==> src/hdl/spd_pkg.sv <==
// shared constants and types of the packet deframer
`timescale 1ns / 1ps
`default_nettype none

package spd_pkg;

   // sync sequence 's', 'n', 'p'
   localparam logic [7:0] SYNC_S = 8'h73;
   localparam logic [7:0] SYNC_N = 8'h6E;
   localparam logic [7:0] SYNC_P = 8'h70;

   // register indexes on the configuration port
   localparam logic [0:0] REG_FILTER_ENABLE = 1'b0;
   localparam logic [0:0] REG_MATCH_ADDRESS = 1'b1;

   localparam int unsigned CSR_ADDR_W = 3;
   localparam int unsigned CSR_DATA_W = 32;

   // result kinds
   localparam logic KIND_DATA = 1'b0;
   localparam logic KIND_END  = 1'b1;

   typedef struct packed {
      logic       result_kind;
      logic [7:0] data_byte;
      logic [7:0] register_address;
      logic [1:0] byte_in_word;
      logic [7:0] packet_address;
      logic [3:0] word_count;
      logic       has_data_flag;
      logic       batch_flag;
      logic       command_failed;
      logic       checksum_ok;
   } result_type;

endpackage

`default_nettype wire

==> src/hdl/spd_if.sv <==
// valid/ready channel interfaces for received bytes and deframed results
`timescale 1ns / 1ps
`default_nettype none

interface spd_req_if;
   logic       valid;
   logic       ready;
   logic [7:0] rx_byte;

   modport source (output valid, output rx_byte, input ready);
   modport sink   (input valid, input rx_byte, output ready);
endinterface

interface spd_rsp_if;
   logic       valid;
   logic       ready;
   logic       result_kind;
   logic [7:0] data_byte;
   logic [7:0] register_address;
   logic [1:0] byte_in_word;
   logic [7:0] packet_address;
   logic [3:0] word_count;
   logic       has_data_flag;
   logic       batch_flag;
   logic       command_failed;
   logic       checksum_ok;

   modport source (output valid, output result_kind, output data_byte,
                   output register_address, output byte_in_word,
                   output packet_address, output word_count,
                   output has_data_flag, output batch_flag,
                   output command_failed, output checksum_ok,
                   input ready);
   modport sink   (input valid, input result_kind, input data_byte,
                   input register_address, input byte_in_word,
                   input packet_address, input word_count,
                   input has_data_flag, input batch_flag,
                   input command_failed, input checksum_ok,
                   output ready);
endinterface

`default_nettype wire

==> src/hdl/sync_packet_deframer_sum16_core.sv <==
// top level of the sync-framed packet deframer with 16-bit sum check
// takes one received byte per transfer and sustains one byte per clock: a byte
// enters the input register, the framing state machine handles it in a single
// step and any result lands in a two-entry output buffer, so a result reaches
// rsp once its byte has passed the input register and the output buffer. the
// single-step state machine sets the rate; the output buffer lets a new byte be
// taken while a result is still waiting, and input stalls only while both
// buffer entries are held. frames are 's' 'n' 'p', type, address, 4 bytes per
// data word, then a big-endian checksum that is the 16-bit sum of all bytes
// from 's' through the last data byte.
// every data byte gives a data result and every checksum gives an end result,
// unless filtering is on and the packet address differs from match_address.
// registers: filter_enable at byte address 0, match_address at byte address 4
`timescale 1ns / 1ps
`default_nettype none

module sync_packet_deframer_sum16_core (
   input  wire logic                               clock,
   input  wire logic                               reset,
   spd_req_if.sink                                 req_ch,
   spd_rsp_if.source                               rsp_ch,
   input  wire logic                               psel,
   input  wire logic                               penable,
   input  wire logic                               pwrite,
   input  wire logic [spd_pkg::CSR_ADDR_W-1:0]     paddr,
   input  wire logic [spd_pkg::CSR_DATA_W-1:0]     pwdata,
   output logic      [spd_pkg::CSR_DATA_W-1:0]     prdata,
   output logic                                    pready
);

   // configuration registers
   logic       filter_ff;
   logic [7:0] match_ff;
   logic [0:0] csr_idx;

   // input register
   logic       in_valid_ff;
   logic [7:0] in_byte_ff;

   // output buffer, two entries
   spd_pkg::result_type buf_ff [2];
   logic                wr_ptr_ff;
   logic                rd_ptr_ff;
   logic [1:0]          count_ff;

   logic                room;
   logic                stage_go;
   logic                push;
   logic                pop;
   logic                res_valid;
   spd_pkg::result_type res;
   spd_pkg::result_type head;

   // csr access, always ready, registers written on the access phase
   assign pready  = 1'b1;
   assign csr_idx = paddr[2];

   always_comb begin
      unique case (csr_idx)
         spd_pkg::REG_FILTER_ENABLE: prdata = {31'd0, filter_ff};
         spd_pkg::REG_MATCH_ADDRESS: prdata = {24'd0, match_ff};
         default:                    prdata = '0;
      endcase
   end

   always_ff @(posedge clock) begin
      if (reset) begin
         filter_ff <= 1'b0;
         match_ff  <= 8'd0;
      end else if (psel && penable && pwrite) begin
         unique case (csr_idx)
            spd_pkg::REG_FILTER_ENABLE: filter_ff <= pwdata[0];
            spd_pkg::REG_MATCH_ADDRESS: match_ff  <= pwdata[7:0];
            default: ;
         endcase
      end
   end

   // byte moves on from the input register whenever the buffer has space
   assign room         = (count_ff != 2'd2);
   assign stage_go     = in_valid_ff && room;
   assign req_ch.ready = !in_valid_ff || stage_go;

   always_ff @(posedge clock) begin
      if (reset) begin
         in_valid_ff <= 1'b0;
      end else if (req_ch.ready) begin
         in_valid_ff <= req_ch.valid;
      end
      if (req_ch.valid && req_ch.ready) begin
         in_byte_ff <= req_ch.rx_byte;
      end
   end

   spd_parser u_parser (
      .clock         (clock),
      .reset         (reset),
      .step          (stage_go),
      .rx_byte       (in_byte_ff),
      .filter_enable (filter_ff),
      .match_address (match_ff),
      .res_valid     (res_valid),
      .res           (res)
   );

   // result buffer
   assign push = stage_go && res_valid;
   assign pop  = rsp_ch.valid && rsp_ch.ready;

   always_ff @(posedge clock) begin
      if (reset) begin
         wr_ptr_ff <= 1'b0;
         rd_ptr_ff <= 1'b0;
         count_ff  <= 2'd0;
      end else begin
         if (push) begin
            wr_ptr_ff <= !wr_ptr_ff;
         end
         if (pop) begin
            rd_ptr_ff <= !rd_ptr_ff;
         end
         case ({push, pop})
            2'b10:   count_ff <= count_ff + 2'd1;
            2'b01:   count_ff <= count_ff - 2'd1;
            default: count_ff <= count_ff;
         endcase
      end
      if (push) begin
         buf_ff[wr_ptr_ff] <= res;
      end
   end

   assign head                    = buf_ff[rd_ptr_ff];
   assign rsp_ch.valid            = (count_ff != 2'd0);
   assign rsp_ch.result_kind      = head.result_kind;
   assign rsp_ch.data_byte        = head.data_byte;
   assign rsp_ch.register_address = head.register_address;
   assign rsp_ch.byte_in_word     = head.byte_in_word;
   assign rsp_ch.packet_address   = head.packet_address;
   assign rsp_ch.word_count       = head.word_count;
   assign rsp_ch.has_data_flag    = head.has_data_flag;
   assign rsp_ch.batch_flag       = head.batch_flag;
   assign rsp_ch.command_failed   = head.command_failed;
   assign rsp_ch.checksum_ok      = head.checksum_ok;

   // buffer never overfills
   a_count_bound: assert property (@(posedge clock) disable iff (reset)
      count_ff != 2'd3)
      else $error("result buffer count out of range");

   // a result is only pushed while there is space for it
   a_push_room: assert property (@(posedge clock) disable iff (reset)
      push |-> (count_ff != 2'd2 || pop))
      else $error("result pushed into a full buffer");

   // pointer distance tracks the fill count
   a_ptr_count: assert property (@(posedge clock) disable iff (reset)
      (count_ff == 2'd1) == (wr_ptr_ff != rd_ptr_ff))
      else $error("buffer pointers disagree with count");

   // lone push raises the count by one
   a_push_count: assert property (@(posedge clock) disable iff (reset)
      (push && !pop) |=> count_ff == $past(count_ff) + 2'd1)
      else $error("buffer count did not follow a push");

endmodule

`default_nettype wire

==> src/hdl/spd_parser.sv <==
// framing state machine: one received byte per step, at most one result
`timescale 1ns / 1ps
`default_nettype none

module spd_parser (
   input  wire logic               clock,
   input  wire logic               reset,
   input  wire logic               step,
   input  wire logic [7:0]         rx_byte,
   input  wire logic               filter_enable,
   input  wire logic [7:0]         match_address,
   output logic                    res_valid,
   output spd_pkg::result_type     res
);

   typedef enum logic [2:0] {
      HUNT, SEEK_N, SEEK_P, GET_TYPE, GET_ADDR, GET_DATA, CK_HIGH, CK_LOW
   } phase_type;

   phase_type   phase_ff, phase_in;
   logic [15:0] sum_ff, sum_in;
   logic [7:0]  type_ff, type_in;
   logic [7:0]  addr_ff, addr_in;
   logic [5:0]  cnt_ff, cnt_in;
   logic [7:0]  ck_high_ff, ck_high_in;
   logic        skip_ff, skip_in;
   logic [3:0]  words;
   logic [5:0]  cnt_inc;

   function automatic logic [3:0] words_of(input logic [7:0] t);
      logic [3:0] w;
      if (!t[7]) begin
         w = 4'd0;
      end else if (t[6]) begin
         w = t[5:2];
      end else begin
         w = 4'd1;
      end
      return w;
   endfunction

   assign words     = words_of(type_ff);
   assign cnt_inc   = cnt_ff + 6'd1;

   always_comb begin
      phase_in   = phase_ff;
      sum_in     = sum_ff;
      type_in    = type_ff;
      addr_in    = addr_ff;
      cnt_in     = cnt_ff;
      ck_high_in = ck_high_ff;
      skip_in    = skip_ff;
      res_valid  = 1'b0;

      res                  = '0;
      res.packet_address   = addr_ff;
      res.word_count       = words;
      res.has_data_flag    = type_ff[7];
      res.batch_flag       = type_ff[6];
      res.command_failed   = type_ff[0];

      if (step) begin
         unique case (phase_ff)
            SEEK_N, SEEK_P: begin
               if ((phase_ff == SEEK_N && rx_byte == spd_pkg::SYNC_N) ||
                   (phase_ff == SEEK_P && rx_byte == spd_pkg::SYNC_P)) begin
                  sum_in   = sum_ff + {8'd0, rx_byte};
                  phase_in = (phase_ff == SEEK_N) ? SEEK_P : GET_TYPE;
               end else if (rx_byte == spd_pkg::SYNC_S) begin
                  // mismatching byte may itself open a new frame
                  sum_in   = {8'd0, spd_pkg::SYNC_S};
                  phase_in = SEEK_N;
               end else begin
                  phase_in = HUNT;
               end
            end
            GET_TYPE: begin
               type_in  = rx_byte;
               sum_in   = sum_ff + {8'd0, rx_byte};
               phase_in = GET_ADDR;
            end
            GET_ADDR: begin
               addr_in  = rx_byte;
               sum_in   = sum_ff + {8'd0, rx_byte};
               skip_in  = filter_enable && (rx_byte != match_address);
               cnt_in   = 6'd0;
               phase_in = (words != 4'd0) ? GET_DATA : CK_HIGH;
            end
            GET_DATA: begin
               sum_in = sum_ff + {8'd0, rx_byte};
               if (!skip_ff) begin
                  res_valid            = 1'b1;
                  res.result_kind      = spd_pkg::KIND_DATA;
                  res.data_byte        = rx_byte;
                  res.register_address = addr_ff + {4'd0, cnt_ff[5:2]};
                  res.byte_in_word     = cnt_ff[1:0];
               end
               cnt_in = cnt_inc;
               if (cnt_inc >= {words, 2'b00}) begin
                  phase_in = CK_HIGH;
               end
            end
            CK_HIGH: begin
               ck_high_in = rx_byte;
               phase_in   = CK_LOW;
            end
            CK_LOW: begin
               if (!skip_ff) begin
                  res_valid       = 1'b1;
                  res.result_kind = spd_pkg::KIND_END;
                  res.checksum_ok = ({ck_high_ff, rx_byte} == sum_ff);
               end
               skip_in  = 1'b0;
               phase_in = HUNT;
            end
            HUNT: begin
               if (rx_byte == spd_pkg::SYNC_S) begin
                  sum_in   = {8'd0, spd_pkg::SYNC_S};
                  phase_in = SEEK_N;
               end
            end
            default: phase_in = HUNT;
         endcase
      end
   end

   always_ff @(posedge clock) begin
      if (reset) begin
         phase_ff <= HUNT;
         skip_ff  <= 1'b0;
      end else begin
         phase_ff <= phase_in;
         skip_ff  <= skip_in;
      end
      sum_ff     <= sum_in;
      type_ff    <= type_in;
      addr_ff    <= addr_in;
      cnt_ff     <= cnt_in;
      ck_high_ff <= ck_high_in;
   end

endmodule

`default_nettype wire
==> src/flat_wrapper.sv <==
// flat-port wrapper written by rule: the top's interface ports become plain ports
module sync_packet_deframer_sum16_core_flat 
  (clock, reset, psel, penable, pwrite, paddr, pwdata, prdata, pready, req_ch_valid, req_ch_rx_byte, req_ch_ready, rsp_ch_valid, rsp_ch_result_kind, rsp_ch_data_byte, rsp_ch_register_address, rsp_ch_byte_in_word, rsp_ch_packet_address, rsp_ch_word_count, rsp_ch_has_data_flag, rsp_ch_batch_flag, rsp_ch_command_failed, rsp_ch_checksum_ok, rsp_ch_ready);
  spd_req_if req_ch_i ();
  spd_rsp_if rsp_ch_i ();
  input  wire logic clock;
  input  wire logic reset;
  input  wire logic psel;
  input  wire logic penable;
  input  wire logic pwrite;
  input  wire logic [spd_pkg::CSR_ADDR_W-1:0] paddr;
  input  wire logic [spd_pkg::CSR_DATA_W-1:0] pwdata;
  output logic      [spd_pkg::CSR_DATA_W-1:0] prdata;
  output logic pready;
  input wire logic [$bits(req_ch_i.valid)-1:0] req_ch_valid;
  input wire logic [$bits(req_ch_i.rx_byte)-1:0] req_ch_rx_byte;
  output wire logic [$bits(req_ch_i.ready)-1:0] req_ch_ready;
  output wire logic [$bits(rsp_ch_i.valid)-1:0] rsp_ch_valid;
  output wire logic [$bits(rsp_ch_i.result_kind)-1:0] rsp_ch_result_kind;
  output wire logic [$bits(rsp_ch_i.data_byte)-1:0] rsp_ch_data_byte;
  output wire logic [$bits(rsp_ch_i.register_address)-1:0] rsp_ch_register_address;
  output wire logic [$bits(rsp_ch_i.byte_in_word)-1:0] rsp_ch_byte_in_word;
  output wire logic [$bits(rsp_ch_i.packet_address)-1:0] rsp_ch_packet_address;
  output wire logic [$bits(rsp_ch_i.word_count)-1:0] rsp_ch_word_count;
  output wire logic [$bits(rsp_ch_i.has_data_flag)-1:0] rsp_ch_has_data_flag;
  output wire logic [$bits(rsp_ch_i.batch_flag)-1:0] rsp_ch_batch_flag;
  output wire logic [$bits(rsp_ch_i.command_failed)-1:0] rsp_ch_command_failed;
  output wire logic [$bits(rsp_ch_i.checksum_ok)-1:0] rsp_ch_checksum_ok;
  input wire logic [$bits(rsp_ch_i.ready)-1:0] rsp_ch_ready;
  assign req_ch_i.valid = req_ch_valid;
  assign req_ch_i.rx_byte = req_ch_rx_byte;
  assign req_ch_ready = req_ch_i.ready;
  assign rsp_ch_valid = rsp_ch_i.valid;
  assign rsp_ch_result_kind = rsp_ch_i.result_kind;
  assign rsp_ch_data_byte = rsp_ch_i.data_byte;
  assign rsp_ch_register_address = rsp_ch_i.register_address;
  assign rsp_ch_byte_in_word = rsp_ch_i.byte_in_word;
  assign rsp_ch_packet_address = rsp_ch_i.packet_address;
  assign rsp_ch_word_count = rsp_ch_i.word_count;
  assign rsp_ch_has_data_flag = rsp_ch_i.has_data_flag;
  assign rsp_ch_batch_flag = rsp_ch_i.batch_flag;
  assign rsp_ch_command_failed = rsp_ch_i.command_failed;
  assign rsp_ch_checksum_ok = rsp_ch_i.checksum_ok;
  assign rsp_ch_i.ready = rsp_ch_ready;
  sync_packet_deframer_sum16_core u_core (.clock(clock), .reset(reset), .req_ch(req_ch_i), .rsp_ch(rsp_ch_i), .psel(psel), .penable(penable), .pwrite(pwrite), .paddr(paddr), .pwdata(pwdata), .prdata(prdata), .pready(pready));
endmodule
==> config.mk <==
export PLATFORM = sky130hd
export DESIGN_NAME = sync_packet_deframer_sum16_core_flat
export DESIGN_NICKNAME = d
export VERILOG_FILES = /design/src/hdl/spd_pkg.sv /design/src/hdl/spd_if.sv /design/src/hdl/sync_packet_deframer_sum16_core.sv /design/src/hdl/spd_parser.sv /design/src/flat_wrapper.sv
export SDC_FILE = /design/constraint.sdc
export NUM_CORES = 1
export LEC_CHECK = 0
export BUFFER_PORTS_ARGS = -buffer_cell sky130_fd_sc_hd__buf_2
export CELL_PAD_IN_SITES_DETAIL_PLACEMENT = 2
export CELL_PAD_IN_SITES_GLOBAL_PLACEMENT = 2
export CORE_ASPECT_RATIO = 0.7
export CORE_UTILIZATION = 34
export DETAILED_ROUTE_END_ITERATION = 6
export GPL_TIMING_DRIVEN = 0
export PLACE_DENSITY = 0.81
export SETUP_SLACK_MARGIN = 0.2
export SLEW_MARGIN = 30
export SYNTH_ARGS = -nofsm -noshare
export SYNTH_HDL_FRONTEND = slang
export SYNTH_SLANG_ARGS = --single-unit
==> constraint.sdc <==
create_clock -name clock -period 3.1 [get_ports clock]
set_clock_uncertainty 0.05 [all_clocks]
set_input_delay 0.31 -clock clock [delete_from_list [all_inputs] [get_ports clock]]
set_output_delay 0.31 -clock clock [all_outputs]
set_load 0.005 [all_outputs]
# Word level (Yosys, flattened, before mapping)
# Memories as Yosys holds them, arrays and structs flattened. A register that Yosys moved wholly into a read port is not among the register bits.
# Cells that the tools add are included.
# totals
regBits	72
latchBits	0
ram_bits	70
romBits	0
out_inout_bits	70
mem_count	1
# memory_table
memory	depth	width	read_ports	rd_clocked_by_memory_dff	wr	line_no	source
u_core.buf_ff	2	35	1	1	1	sync_packet_deframer_sum16_core.sv:41	spd_pkg::result_type buf_ff [2];
# op_classes
n_addsub	5
mul	0
div_mod_pow	0
n_lt_le_gt_ge	1
eq_ne	17
n_shift	0
mux	30
bitwise_logic	1
n_reduce_logical	33
# ops
operator	n
$pmux 32 s2	1
$pmux 16 s3	1
$mux 18	2
$mux 16	2
$eq 8x7->1 const B	3
$pmux 3 s7	1
$mux 19	1
$add 16x8->16	1
$eq 16x16->1	1
$reduce_and 2->1	8
$eq 3x3->1 const B	4
$mux 1	12
$pmux 6 s2	1
$logic_and 1x1->1	9
$add 8x4->8	1
$mux 4	2
$ne 8x8->1	1
$reduce_bool 2->1	4
$add 6x1->6 const B	1
$eq 3x2->1 const B	2
$ge 6x6->1	1
$mux 3	2
$ne 2x2->1 const B	3
$mux 2	2
16 further kinds	21

# Logic depth before layout (Yosys ltp)
# logic_depth
depth_word	7
mapped_depth	8

# Cells and area by module
# From an unflattened synthesis, not the netlist that was laid out.
# unflattened
cells_unflattened	535
area_unflattened_um2	6822.8
# by_module_without_submodules
module	n_inst	cells_each	area_per_inst_um2	seq_area_each_um2
sync_packet_deframer_sum16_core	1	226	3613.5	2642.5
spd_parser	1	309	3209.3	1431.4

# Worst setup path after synthesis
# No wires, ideal clock.
# synth_timing
path_type	flip-flop to flip-flop
start	reg u_core.count_ff[0]
end	mem u_core.buf_ff[0][0] in the netlist's numbering, enable pin
setup_time_ps	427
arrival_time_ps	2661
t_required_ps	2623
slack_ps	-39
stages_incl_launch_ff	6
n_path_buf	1
period_less_slack_ps	3139
path_cell_list	dfxtp_1 > nand2b_1 > nand3_1 > or3b_1 > clkbuf_1 > nor2_1
# synth_via
elab_chain_len	6
# synth_lines
element	line_no	source
start: declaration	sync_packet_deframer_sum16_core.sv:44	logic [1:0] count_ff;
start signal: assignment	sync_packet_deframer_sum16_core.sv:123	2'b10: count_ff <= count_ff + 2'd1;
start signal: assignment	sync_packet_deframer_sum16_core.sv:124	2'b01: count_ff <= count_ff - 2'd1;
start signal: assignment	sync_packet_deframer_sum16_core.sv:125	default: count_ff <= count_ff;
$ne 2x2->1 *	sync_packet_deframer_sum16_core.sv:80	assign room = (count_ff != 2'd2);
$logic_and 1x1->1 *	sync_packet_deframer_sum16_core.sv:81	assign stage_go = in_valid_ff && room;
$mux 1	spd_parser.sv:62	if (step) begin
$logic_and 1x1->1 *	sync_packet_deframer_sum16_core.sv:107	assign push = stage_go && res_valid;
$mux 1 *	sync_packet_deframer_sum16_core.sv:128	if (push) begin
$mux 1 (not written as such) *	sync_packet_deframer_sum16_core.sv:129	buf_ff[wr_ptr_ff] <= res;
end: declaration	sync_packet_deframer_sum16_core.sv:41	
# Every way passes the cells marked *; elsewhere a longest branch is shown, timed or not.

# Final worst setup path
# layout_timing
start	reg u_core.count_ff[0]
end	mem u_core.buf_ff[0][20] in the netlist's numbering, enable pin
# The elaborated chain is that of the path after synthesis.

==> results.md <==
* Status: completed
* Min-delay worst type: input port to flip-flop
* Fin crit period at 2.76 ns
* Worst Setup SP: u_core.count_ff[0]
* Die Y at about 120 um
* Max VDD drop at approximately 0.38 mV
* Worst EP required at 3.18 ns
* Distinct cell type count after synthesis at 67
* RSZ-0062 raised after global routing: no
* Hold WS at 0.0253 ns
* Die area at 20500 um^2
* Syn. warnings at 0
* Drt drc at 0
* Port Buf Inserts at 67
* Int Power at 3.28 mW
* Initial core utilization at 0.353
* Row count at 42
* First DRT Iteration DRCs at 321
* Largest net degree at the start of global routing at 21
* Crit path max fanout at 20
* Vias in the first global route at slightly above 5000
* N_diodes at 0
* Worst setup SP type: flip-flop
* Reg2reg path depth at 6
* Sequential area share after synthesis at 0.601
* CTS Buf Count at 17
* Total global routing overflow at 0
* Sequential Power Share at 0.493
* First-pass GRT wire length at 29800 um
* Antenna violations before repair at 0
* Relative slew slack at 0.412
* Root buf cell: clkbuf_16
* Max clock buf depth at 2
* Clock-pin slew on the worst setup and hold paths at 0.07 ns
* CTS sink cnt at 142
* Cell Area, Placed at roughly 7600 um^2
* Non-Filler Instances at 924
* Most common flop cell mapped by yosys: edfxtp_1
* Critical R2R Launch: u_core.count_ff[0]
* Final instance area at 8290 um^2
* Remaining antenna violation count at 0
* Max-slew violation count at 0
* Worst setup path class: flip-flop to flip-flop
* Switching component of the power at 1.01 mW
* Ys async rst share at 0
* Setup crit end kind: flip-flop
* Main combinational cell family by area after synthesis: simple AND/OR/NAND/NOR gates
* Drt pass-1 iters at 4
* Top post-synthesis cells by count: edfxtp_1 (123), mux2_2 (36), nand2_1 (32)
* P&R area growth vs syn at 22.3%
* Combinational fraction of design power at 0.045
* Core ar. at 19200 um^2
* Synth Instances at ~520
* Total GRT Usage at 0.199
* Sum Neg Setup Slack at 0 ns
* Worst skew pair latency at roughly 0.43 ns
* Synthesized area at 6780 um^2
* DR vias at 4647
* Worst-Margin Slew at between 0.8 and 0.9 ns
* XOR/XNOR Fraction of Synth Area at 0.0400
* Largest area contributor in the netlist: edfxtp_1
* # H-tree levels at 4
* Max Cap Viol at 0
* WL per Instance at 20.8 um
* Mux cell area share after synthesis at 0.0657
* Nets at approximately 700
* Layout cells sized above 1 at 0.294
* Top cells by area, synth: edfxtp_1 (54%), mux2_2 (6.0%), dfxtp_1 (5.6%)
* Setup crit end: u_core.buf_ff[0][20]
* Post-synthesis compound-gate area fraction at 0.0769
* Pwr Density at between 500 and 600 nW/um^2
* Switching Fraction at 0.236
* Endpoints failing hold at 0
* Total Wirelength at a little under 20000 um
* Power share of the clock group at 0.462
* Detailed placement HPWL at 13300 um
* Setup slack, reg-to-reg at about 0.34 ns
* Hold Path Cell Cnt at 1
* Adder-Cell Fraction of Synth Area at 0.0410
* Final number of setup-violating endpoints at 0
* Seq cells post-synth at around 140
* Horiz. Die Dim at approximately 170 um
* Most common cell in the netlist: edfxtp_1
* Final GP Congestion at 0.779
* Via density at slightly above 5
* Crit share post-route at 0.890
* Synth top area share at 0.545
* Max frequency at 0.362 GHz
* WP data arrival at 2.84 ns
* IO Count at 120
* Post-synthesis simple-gate area fraction at 0.124
* Synth Area per Inst at ~13 um^2
* CTS tree: done
* Total power at 4.29 mW
* Number of synthesized flops with an enable pin at 123
* Reg-to-reg critical path endpoint: u_core.buf_ff[0][20]
* Pleak at 2.93 nW
* DP Cell Count at 881
[cell type report]
type | count | area (um^2)
Timing Repair Buffer | 81 | 495
Fill cell | 1989 | 10900
Sequential cell | 142 | 4070
Clock inverter | 15 | 139
Tap cell | 264 | 330
Inverter | 15 | 56.3
Multi-Input combinational cell | 349 | 2490
Buffer | 41 | 285
Clock buffer | 17 | 425
[timing repair]
item	CTS	global route
resized for setup	0	0
setup endpoints to repair	0	4
setup buffers	0	5
hold buffers	6	0
hold endpoints to repair	6	0
[worst min path at each step]
stage	from	end	slack [ns]
after floorplan	req_ch_rx_byte[0]	u_core.in_byte_ff[0]	0.36
after global placement	u_core.u_parser.addr_ff[2]	u_core.buf_ff[1][10]	0.42
after detailed placement	u_core.u_parser.addr_ff[0]	u_core.buf_ff[1][8]	0.43
after CTS	req_ch_rx_byte[4]	u_core.in_byte_ff[4]	0.006
after global routing	req_ch_rx_byte[4]	u_core.in_byte_ff[4]	0.008
final	req_ch_rx_byte[4]	u_core.in_byte_ff[4]	0.03
[sequential cells by signal (all words and copies together), names as in the netlist, 2 cells and up, named ones only]
register                    count
u_core.buf_ff                  70
u_core.u_parser.sum_ff         16
u_core.in_byte_ff               8
u_core.match_ff                 8
u_core.u_parser.addr_ff         8
u_core.u_parser.ck_high_ff      8
u_core.u_parser.type_ff         7
u_core.u_parser.cnt_ff          6
u_core.u_parser.phase_ff        3
u_core.count_ff                 2
[power by group through the flow]
stage / sequential, mW / clock (mW) / combinational (mW)
2_1_floorplan: 2.14 / 0 / 0.127
3_3_place_gp: 2.15 / 0 / 0.165
3_5_place_dp: 2.16 / 0 / 0.176
4_1_cts: 2.11 / 2.02 / 0.184
5_1_grt: 2.12 / 2.09 / 0.214
6_report: 2.11 / 1.98 / 0.195
[critical path, stage by stage, from the launching register on]
cell	delay, ns
dfxtp_1	0.44
nand2b_1	0.17
nand3_1	0.28
or3b_1	0.47
clkbuf_1	0.22
nor2_4	0.56
buf_16	0.25
[cell families (layout without fill, tap and decap cells)]
kind of cell | after synthesis | after routing
AOI/OAI and AO/OA | 85 | 85
xor gates and xnor gates | 31 | 31
adders and majority gates | 21 | 21
buffers and inverters | 56 | 169
DFF | 142 | 142
muxes | 40 | 40
other | 2 | 25
and+or+nand+nor | 147 | 147
[stage by stage]
| stage | util | setup slack (ns) |
|---|---|---|
| floorplan | - | -0.0386 |
| detailed placement | 0.397 | 0.329 |
| global route | 0.431 | 0.205 |
| finish | 0.431 | 0.340 |
| CTS | 0.429 | 0.248 |
| global placement | 0.392 | -1.25 |
[per-layer routing]
| metal | vias to the layer above | routed length [um] | GRT usage |
|---|---|---|---|
| met5 | - | 0 | 0 |
| met4 | 0 | 205 | 0.0698 |
| met3 | 16 | 984 | 0.0403 |
| met2 | 124 | 9350 | 0.330 |
| met1 | 2364 | 8660 | 0.258 |
| li1 | 2143 | - | - |
[layout by cell type (no fill, tap or decap), types with 7 or more instances in the layout]
| cell | instances |
|---|---|
| clkbuf_1 | 7 |
| conb_1 | 25 |
| nor2_1 | 22 |
| inv_1 | 14 |
| edfxtp_1 | 123 |
| buf_2 | 67 |
| mux2_2 | 36 |
| nand3_1 | 13 |
| o21ai_0 | 15 |
| ha_1 | 19 |
| nand2_1 | 32 |
| nor3_1 | 8 |
| xnor2_1 | 18 |
| clkbuf_16 | 17 |
| o21ai_1 | 8 |
| buf_4 | 33 |
| dfxtp_1 | 19 |
| and2_1 | 19 |
| a21oi_1 | 27 |
| xor2_1 | 13 |
(Power assumes the default switching activity.)
